**src/rtl/evad_pkg.sv**
```systemverilog
`timescale 1ns / 1ps
// ----------------------------------------------------------------------------
// evad_pkg: shared types and constants of the energy voice activity detector
// Sample and count widths, register indexes and reset values, the register
// bundle, the queued end-of-window job and the state encodings.
// ----------------------------------------------------------------------------
package evad_pkg;

	// widths of the datapath
	localparam int SAMPLE_WIDTH = 16;
	localparam int COUNT_WIDTH  = 16;
	localparam int SUM_WIDTH    = 31;
	localparam int ALPHA_WIDTH  = 16;
	localparam int THR_WIDTH    = 16;
	localparam int FLOOR_WIDTH  = 15;
	localparam int CFG_IDX_WIDTH  = 3;
	localparam int CFG_DATA_WIDTH = 16;

	// filter arithmetic: difference, product and rounded result widths
	localparam int DIFF_WIDTH  = SAMPLE_WIDTH + 2;
	localparam int PROD_WIDTH  = DIFF_WIDTH + ALPHA_WIDTH + 1;
	localparam int FRAC_BITS   = 16;
	localparam int YWIDE_WIDTH = PROD_WIDTH - FRAC_BITS;
	localparam int THR_FRAC_BITS = 12;

	// decision multiplier
	localparam int MUL_WIDTH = 32;
	localparam int MPROD_WIDTH = 2 * MUL_WIDTH;

	// queue between front end and decision unit
	localparam int QUEUE_DEPTH = 2;
	localparam int QUEUE_AW    = (QUEUE_DEPTH > 1) ? $clog2(QUEUE_DEPTH) : 1;
	localparam int QUEUE_CW    = $clog2(QUEUE_DEPTH + 1);

	// register reset values
	localparam logic [COUNT_WIDTH-1:0] RST_WINDOW_LEN = COUNT_WIDTH'(48000);
	localparam logic [COUNT_WIDTH-1:0] RST_LAST_LEN   = COUNT_WIDTH'(8000);
	localparam logic                   RST_HPF_ENABLE = 1'b1;
	localparam logic [ALPHA_WIDTH-1:0] RST_HPF_ALPHA  = ALPHA_WIDTH'(4772);
	localparam logic [THR_WIDTH-1:0]   RST_THRESHOLD  = THR_WIDTH'(1229);
	localparam logic [FLOOR_WIDTH-1:0] RST_SIL_FLOOR  = FLOOR_WIDTH'(3);

	// register indexes
	typedef enum logic [CFG_IDX_WIDTH-1:0] {
		REG_WINDOW_LEN    = 3'd0,
		REG_LAST_LEN      = 3'd1,
		REG_HPF_ENABLE    = 3'd2,
		REG_HPF_ALPHA     = 3'd3,
		REG_VAD_THRESHOLD = 3'd4,
		REG_SILENCE_FLOOR = 3'd5
	} reg_index_t;

	// register bundle
	typedef struct packed {
		logic [COUNT_WIDTH-1:0] window_len;
		logic [COUNT_WIDTH-1:0] last_len;
		logic                   hpf_enable;
		logic [ALPHA_WIDTH-1:0] hpf_alpha;
		logic [THR_WIDTH-1:0]   vad_threshold;
		logic [FLOOR_WIDTH-1:0] silence_floor;
	} cfg_t;

	// finished window sums handed to the decision unit
	typedef struct packed {
		logic [SUM_WIDTH-1:0] sum_all;
		logic [SUM_WIDTH-1:0] sum_last;
	} job_t;

	typedef enum logic [1:0] {
		FR_IDLE,
		FR_MUL,
		FR_ACC
	} front_state_t;

	typedef enum logic [2:0] {
		BK_IDLE,
		BK_FA,
		BK_FL,
		BK_LL,
		BK_TL,
		BK_TS,
		BK_CMP
	} back_state_t;

	// effective window length: zero acts as one
	function automatic logic [COUNT_WIDTH-1:0] eff_len(input logic [COUNT_WIDTH-1:0] wl);
		eff_len = (wl == '0) ? COUNT_WIDTH'(1) : wl;
	endfunction

endpackage

```
**src/rtl/evad_front.sv**
```systemverilog
`timescale 1ns / 1ps
// ----------------------------------------------------------------------------
// evad_front: sample filter and energy accumulator
// Takes one sample at a time, runs the optional high-pass filter through its
// difference, multiply and round/accumulate steps and keeps the window and
// recent-segment sums; at the end of a window it hands the sums to the decision queue.
// ----------------------------------------------------------------------------
module evad_front (
	input  logic                                   clk,
	input  logic                                   arst_n,
	input  evad_pkg::cfg_t                         cfg,
	input  logic                                   push,
	output logic                                   full,
	input  logic signed [evad_pkg::SAMPLE_WIDTH-1:0] sample,
	output logic                                   q_push,
	input  logic                                   q_full,
	output evad_pkg::job_t                         q_data
);
	import evad_pkg::*;

	front_state_t state_q, state_d;

	logic [COUNT_WIDTH-1:0]         idx_q;
	logic signed [SAMPLE_WIDTH-1:0] px_q;
	logic signed [SAMPLE_WIDTH-1:0] fo_q;
	logic [SUM_WIDTH-1:0]           sum_all_q;
	logic [SUM_WIDTH-1:0]           sum_last_q;

	logic signed [SAMPLE_WIDTH-1:0] x_s1;
	logic                           bypass_s1;
	logic signed [DIFF_WIDTH-1:0]   d_s1;
	logic signed [SAMPLE_WIDTH-1:0] x_s2;
	logic                           bypass_s2;
	logic signed [PROD_WIDTH-1:0]   prod_s2;

	logic                           accept;
	logic                           commit;
	logic signed [DIFF_WIDTH-1:0]   d_next;
	logic signed [ALPHA_WIDTH:0]    alpha_s;
	logic signed [PROD_WIDTH-1:0]   rnd;
	logic signed [YWIDE_WIDTH-1:0]  y_wide;
	logic [YWIDE_WIDTH-SAMPLE_WIDTH:0] y_hi;
	logic signed [SAMPLE_WIDTH-1:0] y_filt;
	logic signed [SAMPLE_WIDTH-1:0] y;
	logic [SAMPLE_WIDTH-1:0]        mag;
	logic [COUNT_WIDTH-1:0]         len;
	logic [COUNT_WIDTH-1:0]         start;
	logic                           in_last;
	logic                           last_sample;
	logic [SUM_WIDTH:0]             all_add;
	logic [SUM_WIDTH:0]             last_add;
	logic [SUM_WIDTH-1:0]           all_next;
	logic [SUM_WIDTH-1:0]           last_next;

	// difference term of the filter, from the current history
	assign d_next = DIFF_WIDTH'(fo_q) + DIFF_WIDTH'(sample) - DIFF_WIDTH'(px_q);
	assign alpha_s = $signed({1'b0, cfg.hpf_alpha});

	// round half up, floor shift, saturate to the sample range
	assign rnd    = prod_s2 + PROD_WIDTH'(32'sd32768);
	assign y_wide = rnd[PROD_WIDTH-1:FRAC_BITS];
	assign y_hi   = y_wide[YWIDE_WIDTH-1:SAMPLE_WIDTH-1];

	always_comb begin
		if ((&y_hi) || !(|y_hi)) begin
			y_filt = y_wide[SAMPLE_WIDTH-1:0];
		end else if (y_wide[YWIDE_WIDTH-1]) begin
			y_filt = {1'b1, {(SAMPLE_WIDTH-1){1'b0}}};
		end else begin
			y_filt = {1'b0, {(SAMPLE_WIDTH-1){1'b1}}};
		end
	end

	assign y   = bypass_s2 ? x_s2 : y_filt;
	assign mag = y[SAMPLE_WIDTH-1] ? (~y + SAMPLE_WIDTH'(1)) : y;

	// window position and recent segment membership
	assign len         = eff_len(cfg.window_len);
	assign start       = (cfg.last_len >= len) ? '0 : (len - cfg.last_len);
	assign in_last     = (idx_q >= start);
	assign last_sample = ({1'b0, idx_q} + (COUNT_WIDTH+1)'(1)) >= {1'b0, len};

	// saturating sums
	assign all_add   = {1'b0, sum_all_q} + (SUM_WIDTH+1)'(mag);
	assign last_add  = {1'b0, sum_last_q} + (SUM_WIDTH+1)'(mag);
	assign all_next  = all_add[SUM_WIDTH] ? {SUM_WIDTH{1'b1}} : all_add[SUM_WIDTH-1:0];
	assign last_next = !in_last ? sum_last_q :
		(last_add[SUM_WIDTH] ? {SUM_WIDTH{1'b1}} : last_add[SUM_WIDTH-1:0]);

	assign q_data.sum_all  = all_next;
	assign q_data.sum_last = last_next;

	// state register
	always_ff @(posedge clk or negedge arst_n) begin
		if (!arst_n) begin
			state_q <= FR_IDLE;
		end else begin
			state_q <= state_d;
		end
	end

	// next state and handshake
	always_comb begin
		state_d = state_q;
		full    = 1'b1;
		accept  = 1'b0;
		commit  = 1'b0;
		q_push  = 1'b0;
		case (state_q)
			FR_IDLE: begin
				full   = 1'b0;
				accept = push;
				if (push) begin
					state_d = FR_MUL;
				end
			end
			FR_MUL: begin
				state_d = FR_ACC;
			end
			FR_ACC: begin
				if (!last_sample || !q_full) begin
					commit  = 1'b1;
					q_push  = last_sample;
					state_d = FR_IDLE;
				end
			end
			default: begin
				state_d = FR_IDLE;
			end
		endcase
	end

	// sample and product pipeline
	always_ff @(posedge clk) begin
		if (accept) begin
			x_s1      <= sample;
			d_s1      <= d_next;
			bypass_s1 <= (idx_q == '0) || !cfg.hpf_enable;
		end
		if (state_q == FR_MUL) begin
			x_s2      <= x_s1;
			bypass_s2 <= bypass_s1;
			prod_s2   <= PROD_WIDTH'(d_s1) * PROD_WIDTH'(alpha_s);
		end
	end

	// filter history, position and sums
	always_ff @(posedge clk or negedge arst_n) begin
		if (!arst_n) begin
			idx_q      <= '0;
			px_q       <= '0;
			fo_q       <= '0;
			sum_all_q  <= '0;
			sum_last_q <= '0;
		end else if (commit) begin
			px_q <= x_s2;
			fo_q <= y;
			if (last_sample) begin
				idx_q      <= '0;
				sum_all_q  <= '0;
				sum_last_q <= '0;
			end else begin
				idx_q      <= idx_q + COUNT_WIDTH'(1);
				sum_all_q  <= all_next;
				sum_last_q <= last_next;
			end
		end
	end

`ifndef SYNTHESIS
	// a taken sample keeps the input closed while it is filtered
	assert property (@(posedge clk) disable iff (!arst_n) (push && !full) |=> full)
		else $error("evad_front: input open right after a sample was taken");
	// the queue never sees a push while it is full
	assert property (@(posedge clk) disable iff (!arst_n) q_push |-> !q_full)
		else $error("evad_front: push into a full queue");
`endif

endmodule

```
**src/rtl/evad_queue.sv**
```systemverilog
`timescale 1ns / 1ps
// ----------------------------------------------------------------------------
// evad_queue: short job queue
// Holds finished window sums between the front end and the decision unit so
// that each side can stall on its own.
// ----------------------------------------------------------------------------
module evad_queue (
	input  logic           clk,
	input  logic           arst_n,
	input  logic           push,
	input  evad_pkg::job_t push_data,
	output logic           full,
	input  logic           pop,
	output evad_pkg::job_t pop_data,
	output logic           empty
);
	import evad_pkg::*;

	job_t                  entry_q [QUEUE_DEPTH];
	logic [QUEUE_AW-1:0]   wr_ptr_q;
	logic [QUEUE_AW-1:0]   rd_ptr_q;
	logic [QUEUE_CW-1:0]   count_q;
	logic                  do_push;
	logic                  do_pop;

	assign full     = (count_q == QUEUE_CW'(QUEUE_DEPTH));
	assign empty    = (count_q == '0);
	assign do_push  = push && !full;
	assign do_pop   = pop && !empty;
	assign pop_data = entry_q[rd_ptr_q];

	// entry storage
	always_ff @(posedge clk) begin
		if (do_push) begin
			entry_q[wr_ptr_q] <= push_data;
		end
	end

	// pointers and fill count
	always_ff @(posedge clk or negedge arst_n) begin
		if (!arst_n) begin
			wr_ptr_q <= '0;
			rd_ptr_q <= '0;
			count_q  <= '0;
		end else begin
			if (do_push) begin
				wr_ptr_q <= (wr_ptr_q == QUEUE_AW'(QUEUE_DEPTH - 1)) ? '0 :
					wr_ptr_q + QUEUE_AW'(1);
			end
			if (do_pop) begin
				rd_ptr_q <= (rd_ptr_q == QUEUE_AW'(QUEUE_DEPTH - 1)) ? '0 :
					rd_ptr_q + QUEUE_AW'(1);
			end
			if (do_push && !do_pop) begin
				count_q <= count_q + QUEUE_CW'(1);
			end else if (do_pop && !do_push) begin
				count_q <= count_q - QUEUE_CW'(1);
			end
		end
	end

`ifndef SYNTHESIS
	// a pop is only requested when a job is waiting
	assert property (@(posedge clk) disable iff (!arst_n) pop |-> !empty)
		else $error("evad_queue: pop from an empty queue");
	// the fill count follows the transactions
	assert property (@(posedge clk) disable iff (!arst_n)
		(do_push && !do_pop) |=> (count_q == $past(count_q) + QUEUE_CW'(1)))
		else $error("evad_queue: fill count lost a push");
`endif

endmodule

```
**src/rtl/evad_back.sv**
```systemverilog
`timescale 1ns / 1ps
// ----------------------------------------------------------------------------
// evad_back: end-of-window decision unit
// Takes one job from the queue and runs the silence and loudness
// cross-multiplications on one shared 32x32 multiplier, then loads the result
// register that faces the output side.
// ----------------------------------------------------------------------------
module evad_back (
	input  logic                                 clk,
	input  logic                                 arst_n,
	input  evad_pkg::cfg_t                       cfg,
	input  logic                                 q_empty,
	output logic                                 q_pop,
	input  evad_pkg::job_t                       q_data,
	output logic                                 empty,
	input  logic                                 pop,
	output logic                                 speech_ended,
	output logic                                 too_short,
	output logic [evad_pkg::SUM_WIDTH-1:0]       energy_all_sum,
	output logic [evad_pkg::SUM_WIDTH-1:0]       energy_last_sum
);
	import evad_pkg::*;

	back_state_t state_q, state_d;

	job_t                   job_q;
	logic [MPROD_WIDTH-1:0] p_q;
	logic [MPROD_WIDTH-1:0] lhs_q;
	logic                   all_quiet_q;
	logic                   silent_q;
	logic                   out_valid_q;
	logic                   ended_q;
	logic                   short_q;
	logic [SUM_WIDTH-1:0]   all_q;
	logic [SUM_WIDTH-1:0]   last_q;

	logic [COUNT_WIDTH-1:0] len;
	logic [MUL_WIDTH-1:0]   mul_a;
	logic [MUL_WIDTH-1:0]   mul_b;
	logic [MPROD_WIDTH-1:0] mul_p;
	logic                   mul_en;
	logic                   out_load;
	logic                   short_now;
	logic                   loud;

	assign len       = eff_len(cfg.window_len);
	assign short_now = (cfg.last_len == '0) || (cfg.last_len >= len);
	assign loud      = (lhs_q > p_q);
	assign mul_p     = MPROD_WIDTH'(mul_a) * MPROD_WIDTH'(mul_b);

	// operand selection for the shared multiplier
	always_comb begin
		mul_a = '0;
		mul_b = '0;
		case (state_q)
			BK_FA: begin
				mul_a = MUL_WIDTH'(cfg.silence_floor);
				mul_b = MUL_WIDTH'(len);
			end
			BK_FL: begin
				mul_a = MUL_WIDTH'(cfg.silence_floor);
				mul_b = MUL_WIDTH'(cfg.last_len);
			end
			BK_LL: begin
				mul_a = MUL_WIDTH'(job_q.sum_last);
				mul_b = MUL_WIDTH'(len);
			end
			BK_TL: begin
				mul_a = MUL_WIDTH'(cfg.vad_threshold);
				mul_b = MUL_WIDTH'(cfg.last_len);
			end
			BK_TS: begin
				mul_a = p_q[MUL_WIDTH-1:0];
				mul_b = MUL_WIDTH'(job_q.sum_all);
			end
			default: begin
				mul_a = '0;
				mul_b = '0;
			end
		endcase
	end

	// state register
	always_ff @(posedge clk or negedge arst_n) begin
		if (!arst_n) begin
			state_q <= BK_IDLE;
		end else begin
			state_q <= state_d;
		end
	end

	// sequencer
	always_comb begin
		state_d  = state_q;
		q_pop    = 1'b0;
		mul_en   = 1'b0;
		out_load = 1'b0;
		case (state_q)
			BK_IDLE: begin
				if (!q_empty) begin
					q_pop   = 1'b1;
					state_d = BK_FA;
				end
			end
			BK_FA: begin
				mul_en  = 1'b1;
				state_d = BK_FL;
			end
			BK_FL: begin
				mul_en  = 1'b1;
				state_d = BK_LL;
			end
			BK_LL: begin
				mul_en  = 1'b1;
				state_d = BK_TL;
			end
			BK_TL: begin
				mul_en  = 1'b1;
				state_d = BK_TS;
			end
			BK_TS: begin
				mul_en  = 1'b1;
				state_d = BK_CMP;
			end
			BK_CMP: begin
				if (!out_valid_q || pop) begin
					out_load = 1'b1;
					state_d  = BK_IDLE;
				end
			end
			default: begin
				state_d = BK_IDLE;
			end
		endcase
	end

	// job, products and partial decisions
	always_ff @(posedge clk) begin
		if (q_pop) begin
			job_q <= q_data;
		end
		if (mul_en) begin
			p_q <= mul_p;
		end
		if (state_q == BK_FL) begin
			all_quiet_q <= MPROD_WIDTH'(job_q.sum_all) < p_q;
		end
		if (state_q == BK_LL) begin
			silent_q <= all_quiet_q && (MPROD_WIDTH'(job_q.sum_last) < p_q);
		end
		if (state_q == BK_TL) begin
			lhs_q <= p_q << THR_FRAC_BITS;
		end
		if (out_load) begin
			ended_q <= !short_now && !silent_q && !loud;
			short_q <= short_now;
			all_q   <= job_q.sum_all;
			last_q  <= job_q.sum_last;
		end
	end

	// result register valid
	always_ff @(posedge clk or negedge arst_n) begin
		if (!arst_n) begin
			out_valid_q <= 1'b0;
		end else if (out_load) begin
			out_valid_q <= 1'b1;
		end else if (pop) begin
			out_valid_q <= 1'b0;
		end
	end

	assign empty           = !out_valid_q;
	assign speech_ended    = ended_q;
	assign too_short       = short_q;
	assign energy_all_sum  = all_q;
	assign energy_last_sum = last_q;

`ifndef SYNTHESIS
	// a result is never written over one that waits
	assert property (@(posedge clk) disable iff (!arst_n) out_load |-> (!out_valid_q || pop))
		else $error("evad_back: result overwritten before it was taken");
	// a job only leaves the queue when the unit is free
	assert property (@(posedge clk) disable iff (!arst_n) q_pop |-> (state_q == BK_IDLE && !q_empty))
		else $error("evad_back: job taken while busy");
`endif

endmodule

```
**src/rtl/energy_voice_activity_detector_top.sv**
```systemverilog
`timescale 1ns / 1ps
// ----------------------------------------------------------------------------
// energy_voice_activity_detector_top: energy voice activity detector
// A window result passes the front end, job queue and decision unit in turn.
// The front end takes a new sample only after the current one has passed the
// filter difference, multiply and round/accumulate steps of the front end.
// The decision unit works on one window at a time on its shared multiplier.
// Reset (arst_n low) restores register defaults, clears sums, filter history.
// ----------------------------------------------------------------------------
module energy_voice_activity_detector_top (
	input  logic                                   clk,
	input  logic                                   arst_n,
	input  logic                                   push,
	output logic                                   full,
	input  logic signed [evad_pkg::SAMPLE_WIDTH-1:0] sample,
	output logic                                   empty,
	input  logic                                   pop,
	output logic                                   speech_ended,
	output logic                                   too_short,
	output logic [evad_pkg::SUM_WIDTH-1:0]         energy_all_sum,
	output logic [evad_pkg::SUM_WIDTH-1:0]         energy_last_sum,
	input  logic                                   cfg_valid,
	output logic                                   cfg_ready,
	input  logic [evad_pkg::CFG_IDX_WIDTH-1:0]     cfg_index,
	input  logic [evad_pkg::CFG_DATA_WIDTH-1:0]    cfg_data
);
	import evad_pkg::*;

	cfg_t cfg_q;
	job_t q_in;
	job_t q_out;
	logic q_push;
	logic q_full;
	logic q_pop;
	logic q_empty;

	assign cfg_ready = 1'b1;

	// configuration registers
	always_ff @(posedge clk or negedge arst_n) begin
		if (!arst_n) begin
			cfg_q.window_len    <= RST_WINDOW_LEN;
			cfg_q.last_len      <= RST_LAST_LEN;
			cfg_q.hpf_enable    <= RST_HPF_ENABLE;
			cfg_q.hpf_alpha     <= RST_HPF_ALPHA;
			cfg_q.vad_threshold <= RST_THRESHOLD;
			cfg_q.silence_floor <= RST_SIL_FLOOR;
		end else if (cfg_valid && cfg_ready) begin
			case (cfg_index)
				REG_WINDOW_LEN:    cfg_q.window_len    <= COUNT_WIDTH'(cfg_data);
				REG_LAST_LEN:      cfg_q.last_len      <= COUNT_WIDTH'(cfg_data);
				REG_HPF_ENABLE:    cfg_q.hpf_enable    <= cfg_data[0];
				REG_HPF_ALPHA:     cfg_q.hpf_alpha     <= ALPHA_WIDTH'(cfg_data);
				REG_VAD_THRESHOLD: cfg_q.vad_threshold <= THR_WIDTH'(cfg_data);
				REG_SILENCE_FLOOR: cfg_q.silence_floor <= cfg_data[FLOOR_WIDTH-1:0];
				default: begin
				end
			endcase
		end
	end

	// filter and accumulation front end
	evad_front u_front (
		.clk    (clk),
		.arst_n (arst_n),
		.cfg    (cfg_q),
		.push   (push),
		.full   (full),
		.sample (sample),
		.q_push (q_push),
		.q_full (q_full),
		.q_data (q_in)
	);

	// job queue
	evad_queue u_queue (
		.clk       (clk),
		.arst_n    (arst_n),
		.push      (q_push),
		.push_data (q_in),
		.full      (q_full),
		.pop       (q_pop),
		.pop_data  (q_out),
		.empty     (q_empty)
	);

	// decision unit and result register
	evad_back u_back (
		.clk             (clk),
		.arst_n          (arst_n),
		.cfg             (cfg_q),
		.q_empty         (q_empty),
		.q_pop           (q_pop),
		.q_data          (q_out),
		.empty           (empty),
		.pop             (pop),
		.speech_ended    (speech_ended),
		.too_short       (too_short),
		.energy_all_sum  (energy_all_sum),
		.energy_last_sum (energy_last_sum)
	);

`ifndef SYNTHESIS
	// a result of a too short window never flags speech end
	assert property (@(posedge clk) disable iff (!arst_n) (!empty && too_short) |-> !speech_ended)
		else $error("top: speech end flagged on a too short window");
`endif

endmodule
```
**config.mk**
```make
export PLATFORM = sky130hd
export DESIGN_NAME = energy_voice_activity_detector_top
export DESIGN_NICKNAME = d
export VERILOG_FILES = /design/src/rtl/evad_pkg.sv /design/src/rtl/evad_front.sv /design/src/rtl/evad_queue.sv /design/src/rtl/evad_back.sv /design/src/rtl/energy_voice_activity_detector_top.sv
export SDC_FILE = /design/constraint.sdc
export NUM_CORES = 2
export LEC_CHECK = 0
export BUFFER_PORTS_ARGS = -buffer_cell sky130_fd_sc_hd__buf_4
export CORE_ASPECT_RATIO = 0.7
export CORE_UTILIZATION = 50
export DETAILED_ROUTE_END_ITERATION = 7
export PLACE_DENSITY = 0.7
export SLEW_MARGIN = 5
export SYNTH_ARGS = -nofsm -noshare
export SYNTH_HDL_FRONTEND = slang
export SYNTH_SLANG_ARGS = --single-unit
export TNS_END_PERCENT = 20
```
**constraint.sdc**
```tcl
create_clock -name clk -period 12.6 [get_ports clk]
set_input_delay 1.26 -clock clk [delete_from_list [all_inputs] [get_ports clk]]
set_output_delay 1.26 -clock clk [all_outputs]
set_load 0.005 [all_outputs]
```
==> report_table.html <==
<table>
<tr><th>Metric</th><th>Value</th></tr>
<tr><th colspan="2">Synthesis</th></tr>
<tr><td>Async SR Flop Fraction</td><td>0.313</td></tr>
<tr><td>Post-Syn Area</td><td>73300 um2</td></tr>
<tr><td>EDFF count, synth</td><td>439</td></tr>
<tr><td>Cell variety after synth</td><td>88</td></tr>
<tr><td>Dominant cell type by area after synthesis</td><td>sky130_fd_sc_hd__fa_1</td></tr>
<tr><td>Most frequent cells after synthesis</td><td>1313 x sky130_fd_sc_hd__inv_1, 1176 x sky130_fd_sc_hd__fa_1, 968 x sky130_fd_sc_hd__nand2_1</td></tr>
<tr><td>Seq/Total Area, Yosys</td><td>0.249</td></tr>
<tr><td>Number of register bits inferred by synthesis</td><td>639</td></tr>
<tr><td>Most frequent cell after synthesis</td><td>sky130_fd_sc_hd__inv_1</td></tr>
<tr><td>Ranking of synthesized cells by area</td><td>sky130_fd_sc_hd__fa_1 32%, sky130_fd_sc_hd__edfxtp_1 18%, sky130_fd_sc_hd__ha_1 9.5%</td></tr>
<tr><td>Top cell type's share of synthesized area</td><td>0.321</td></tr>
<tr><td>Average size of a mapped cell</td><td>9.93 um2</td></tr>
<tr><td>Count of mapped cells out of synthesis</td><td>7379</td></tr>
<tr><td>Nets in the synthesized netlist</td><td>9152</td></tr>
<tr><td>Number of warnings printed during yosys synthesis</td><td>0</td></tr>
<tr><td>Flip-flop cell with the highest count after synthesis</td><td>sky130_fd_sc_hd__edfxtp_1</td></tr>
<tr><th colspan="2">Die</th></tr>
<tr><td>Vert. Die Dim</td><td>approximately 320 um</td></tr>
<tr><td>Num rows</td><td>117</td></tr>
<tr><td>Horizontal die dimension</td><td>460 um</td></tr>
<tr><td>Standard cell core area</td><td>146000 um2</td></tr>
<tr><td>Top-level port count</td><td>~110</td></tr>
<tr><td>Die footprint</td><td>around 150000 um2</td></tr>
<tr><td>Starting utilization of the core area</td><td>0.504</td></tr>
<tr><th colspan="2">STA</th></tr>
<tr><td>Part of the cycle the worst path needs</td><td>0.852</td></tr>
<tr><td>Worst Skew</td><td>~56 ps</td></tr>
<tr><td>Number of max-slew violations in the final report</td><td>0</td></tr>
<tr><td>Final Hold Violating Endpoints</td><td>0</td></tr>
<tr><td>Slew at the pin with the worst max-slew slack</td><td>1270 ps</td></tr>
<tr><td>Setup TNS</td><td>0 ps</td></tr>
<tr><td>Worst slew margin</td><td>0.150</td></tr>
<tr><td>Max frequency</td><td>approximately 93 MHz</td></tr>
<tr><td>Total of endpoints with negative setup slack in the final report</td><td>0</td></tr>
<tr><td>Setup repair after global routing missed its margin</td><td>no</td></tr>
<tr><td>Minimum period implied by the final worst setup slack</td><td>10740 ps</td></tr>
<tr><th colspan="2">Worst setup path</th></tr>
<tr><td>Worst setup slack for register-to-register paths</td><td>~1900 ps</td></tr>
<tr><td>Startpoint types</td><td>register</td></tr>
<tr><td>CP dominant cell by count</td><td>sky130_fd_sc_hd__fa_1</td></tr>
<tr><td>Kind of cell adding the most delay to the critical path</td><td>adder cells</td></tr>
<tr><td>Kind of end point of the critical path</td><td>register</td></tr>
<tr><td>Maximum fanout count along the critical path</td><td>29</td></tr>
<tr><td>Count of buffer and inverter cells on the critical path</td><td>4</td></tr>
<tr><td>Slowest stage cell on the critical path</td><td>sky130_fd_sc_hd__and3_2</td></tr>
<tr><td>Number of cells on the critical path</td><td>26</td></tr>
<tr><td>Path depth of the worst reg2reg path</td><td>26</td></tr>
<tr><td>Worst setup path category</td><td>register to register</td></tr>
<tr><td>CP Data Arrival Time</td><td>approximately 11000 ps</td></tr>
<tr><td>CP Data Required Time</td><td>12970 ps</td></tr>
<tr><td>Stage delay of the slowest cell on the critical path</td><td>1120 ps</td></tr>
<tr><th colspan="2">Route</th></tr>
<tr><td>Number of vias per cell</td><td>a little under 6</td></tr>
<tr><td>Number of DRC violations after detailed-routing iteration 0</td><td>~6400</td></tr>
<tr><td>Routed Antenna Nets</td><td>0</td></tr>
<tr><td>Residual DRC count</td><td>0</td></tr>
<tr><td>Sum of routed wire length over all layers</td><td>228 mm</td></tr>
<tr><td>First drt pass iteration count</td><td>7</td></tr>
<tr><td>DR WL/cell</td><td>24.4 um</td></tr>
<tr><td>Total vias in the final route</td><td>54600</td></tr>
<tr><th colspan="2">Clocking</th></tr>
<tr><td>CTS resizes</td><td>0</td></tr>
<tr><td>Clock transition at the register clock pins on the worst setup and hold paths after CTS</td><td>70 ps</td></tr>
<tr><td>Clock tree from TritonCTS</td><td>yes</td></tr>
<tr><td>Number of clock sinks</td><td>639</td></tr>
<tr><td>Maximum buffer depth of the clock tree</td><td>3</td></tr>
<tr><td>Number of buffers created by CTS</td><td>70</td></tr>
<tr><td>Buffer type at the clock tree root</td><td>sky130_fd_sc_hd__clkbuf_16</td></tr>
<tr><td>H-tree depth</td><td>3</td></tr>
<tr><td>Total of hold buffers inserted after clock tree synthesis</td><td>0</td></tr>
<tr><td>Clk_lat worst skew</td><td>~640 ps</td></tr>
<tr><td>Post-CTS setup repair buffer count</td><td>0</td></tr>
<tr><th colspan="2">Placed design</th></tr>
<tr><td># port buffers</td><td>105</td></tr>
<tr><td>Final RePlAce weighted congestion</td><td>1.02</td></tr>
<tr><td>Final HPWL from detailed placement</td><td>177 mm</td></tr>
<tr><th colspan="2">Worst hold path</th></tr>
<tr><td>Worst hold stages</td><td>0</td></tr>
<tr><td>Type of the worst min-delay path</td><td>register to register</td></tr>
<tr><th colspan="2">Finish</th></tr>
<tr><td>Combined area of the multi-input logic cells</td><td>48900 um2</td></tr>
<tr><td>Filler Cells Inserted</td><td>around 13000</td></tr>
<tr><td>Fraction of final layout cells sized beyond drive strength 1</td><td>0.0760</td></tr>
<tr><td>FF+latch area</td><td>18200 um2</td></tr>
<tr><td>Area Overhead vs Synth</td><td>7.33%</td></tr>
<tr><td>Net total in the final layout</td><td>about 9000</td></tr>
<tr><th colspan="2">Global route</th></tr>
<tr><td>Largest net degree at the start of global routing</td><td>84</td></tr>
<tr><td>Via count of the first global-routing pass</td><td>55600</td></tr>
<tr><td>Number of antenna violations at the first check in global routing</td><td>9</td></tr>
<tr><td>Global-route wire length before repair</td><td>347 mm</td></tr>
<tr><td>Total overflow reported by the global router</td><td>0</td></tr>
<tr><td>Gr usage total</td><td>0.315</td></tr>
<tr><th colspan="2">Run</th></tr>
<tr><td># Max-Cap Violations</td><td>0</td></tr>
<tr><th colspan="2">Outcome</th></tr>
<tr><td>Result of the run</td><td>finished clean</td></tr>
</table>
-- stage by stage --
step / utilization / hold slack [ps] / setup WS, ps / area, um2 / instances
after floorplan: - / 400 / 3280 / 73300 / 7379
after global placement: 0.524 / 401 / 2280 / 76300 / 9215
after detailed placement: 0.524 / 405 / 2200 / 76300 / 9215
after CTS: 0.541 / 418 / 2120 / 78700 / 9343
after global routing: 0.541 / 422 / 1360 / 78700 / 9344
final: 0.541 / 417 / 1860 / 78700 / 9348
-- flip-flops by register name (all words and copies together), names as in the netlist, 20 cells and up --
name,cells
u_back.p_q,63
cfg_q,80
u_back.job_q,62
u_back.energy_all_sum,31
u_front.sum_last_q,31
u_front.sum_all_q,31
u_front.prod_s2,20
u_back.energy_last_sum,31
u_queue.entry_q,124
u_back.lhs_q,52
-- worst paths after layout --
| path | from | end |
|---|---|---|
| hold reg to reg | u_front.x_s1[8]$_DFFE_PP_ | u_front.x_s2[8]$_DFFE_PN_ |
| setup reg to reg | u_back.state_q[1]$_DFFE_PN0P_ | u_back.p_q[43]$_DFFE_PP_ |
| hold / removal | u_front.x_s1[8]$_DFFE_PP_ | u_front.x_s2[8]$_DFFE_PN_ |
| max in group asynchronous | arst_n | u_back.state_q[2]$_DFFE_PN0P_ |
| min in group asynchronous | arst_n | u_front.sum_all_q[7]$_DFFE_PN0P_ |
| setup / recovery | u_back.state_q[1]$_DFFE_PN0P_ | u_back.p_q[43]$_DFFE_PP_ |
-- cells in the final DEF, fill, tap and decap left out, drive strengths merged, types with 42 or more instances in the layout --
cell    instances
nand2b         51
a22o           51
mux2          117
nand4          51
nor2b          49
xor2           83
inv          1319
dfrtp         173
a21oi         187
nand3          73
nor3           42
nand2         969
a21o           97
and3           45
fa           1176
ha            557
xnor2         107
edfxtp        439
buf           227
and2          137
clkbuf         87
nor2          645
o21ai         210
mux2i          43
-- cell type report --
class / instances / share of cell area
timing repair buffer: 227 / 0.0218
antenna: 5 / 0.000159
clock buffer: 87 / 0.0236
tap: 1963 / 0.0312
inverter: 1314 / 0.0627
sequential: 639 / 0.232
multi-input combinational: 5072 / 0.622
clock inverter: 41 / 0.00687
-- cells by family (layout without fill, tap and decap cells) --
| group | after synthesis | count (layout) | share of synthesized area |
|---|---|---|---|
| other | 1 | 6 | 0.0000512 |
| muxes | 160 | 160 | 0.0238 |
| DFF | 639 | 639 | 0.249 |
| and+or+nand+nor | 2161 | 2161 | 0.129 |
| buffers and inverters | 1668 | 1669 | 0.0855 |
| adders and majority gates | 1733 | 1733 | 0.416 |
| AOI/OAI and AO/OA | 827 | 827 | 0.0742 |
| xor gates and xnor gates | 190 | 190 | 0.0227 |
-- metal layers --
layer	global-route usage	vias up	wire (um)
met5	0	-	75
met4	0.0807	10	6840
met3	0.126	437	35400
met2	0.423	3401	89500
met1	0.468	27500	96500
li1	-	23200	-
Power is left out: the tool's default activity adds up to more than one toggle a clock period on the data nets, which glitch-free logic cannot reach.
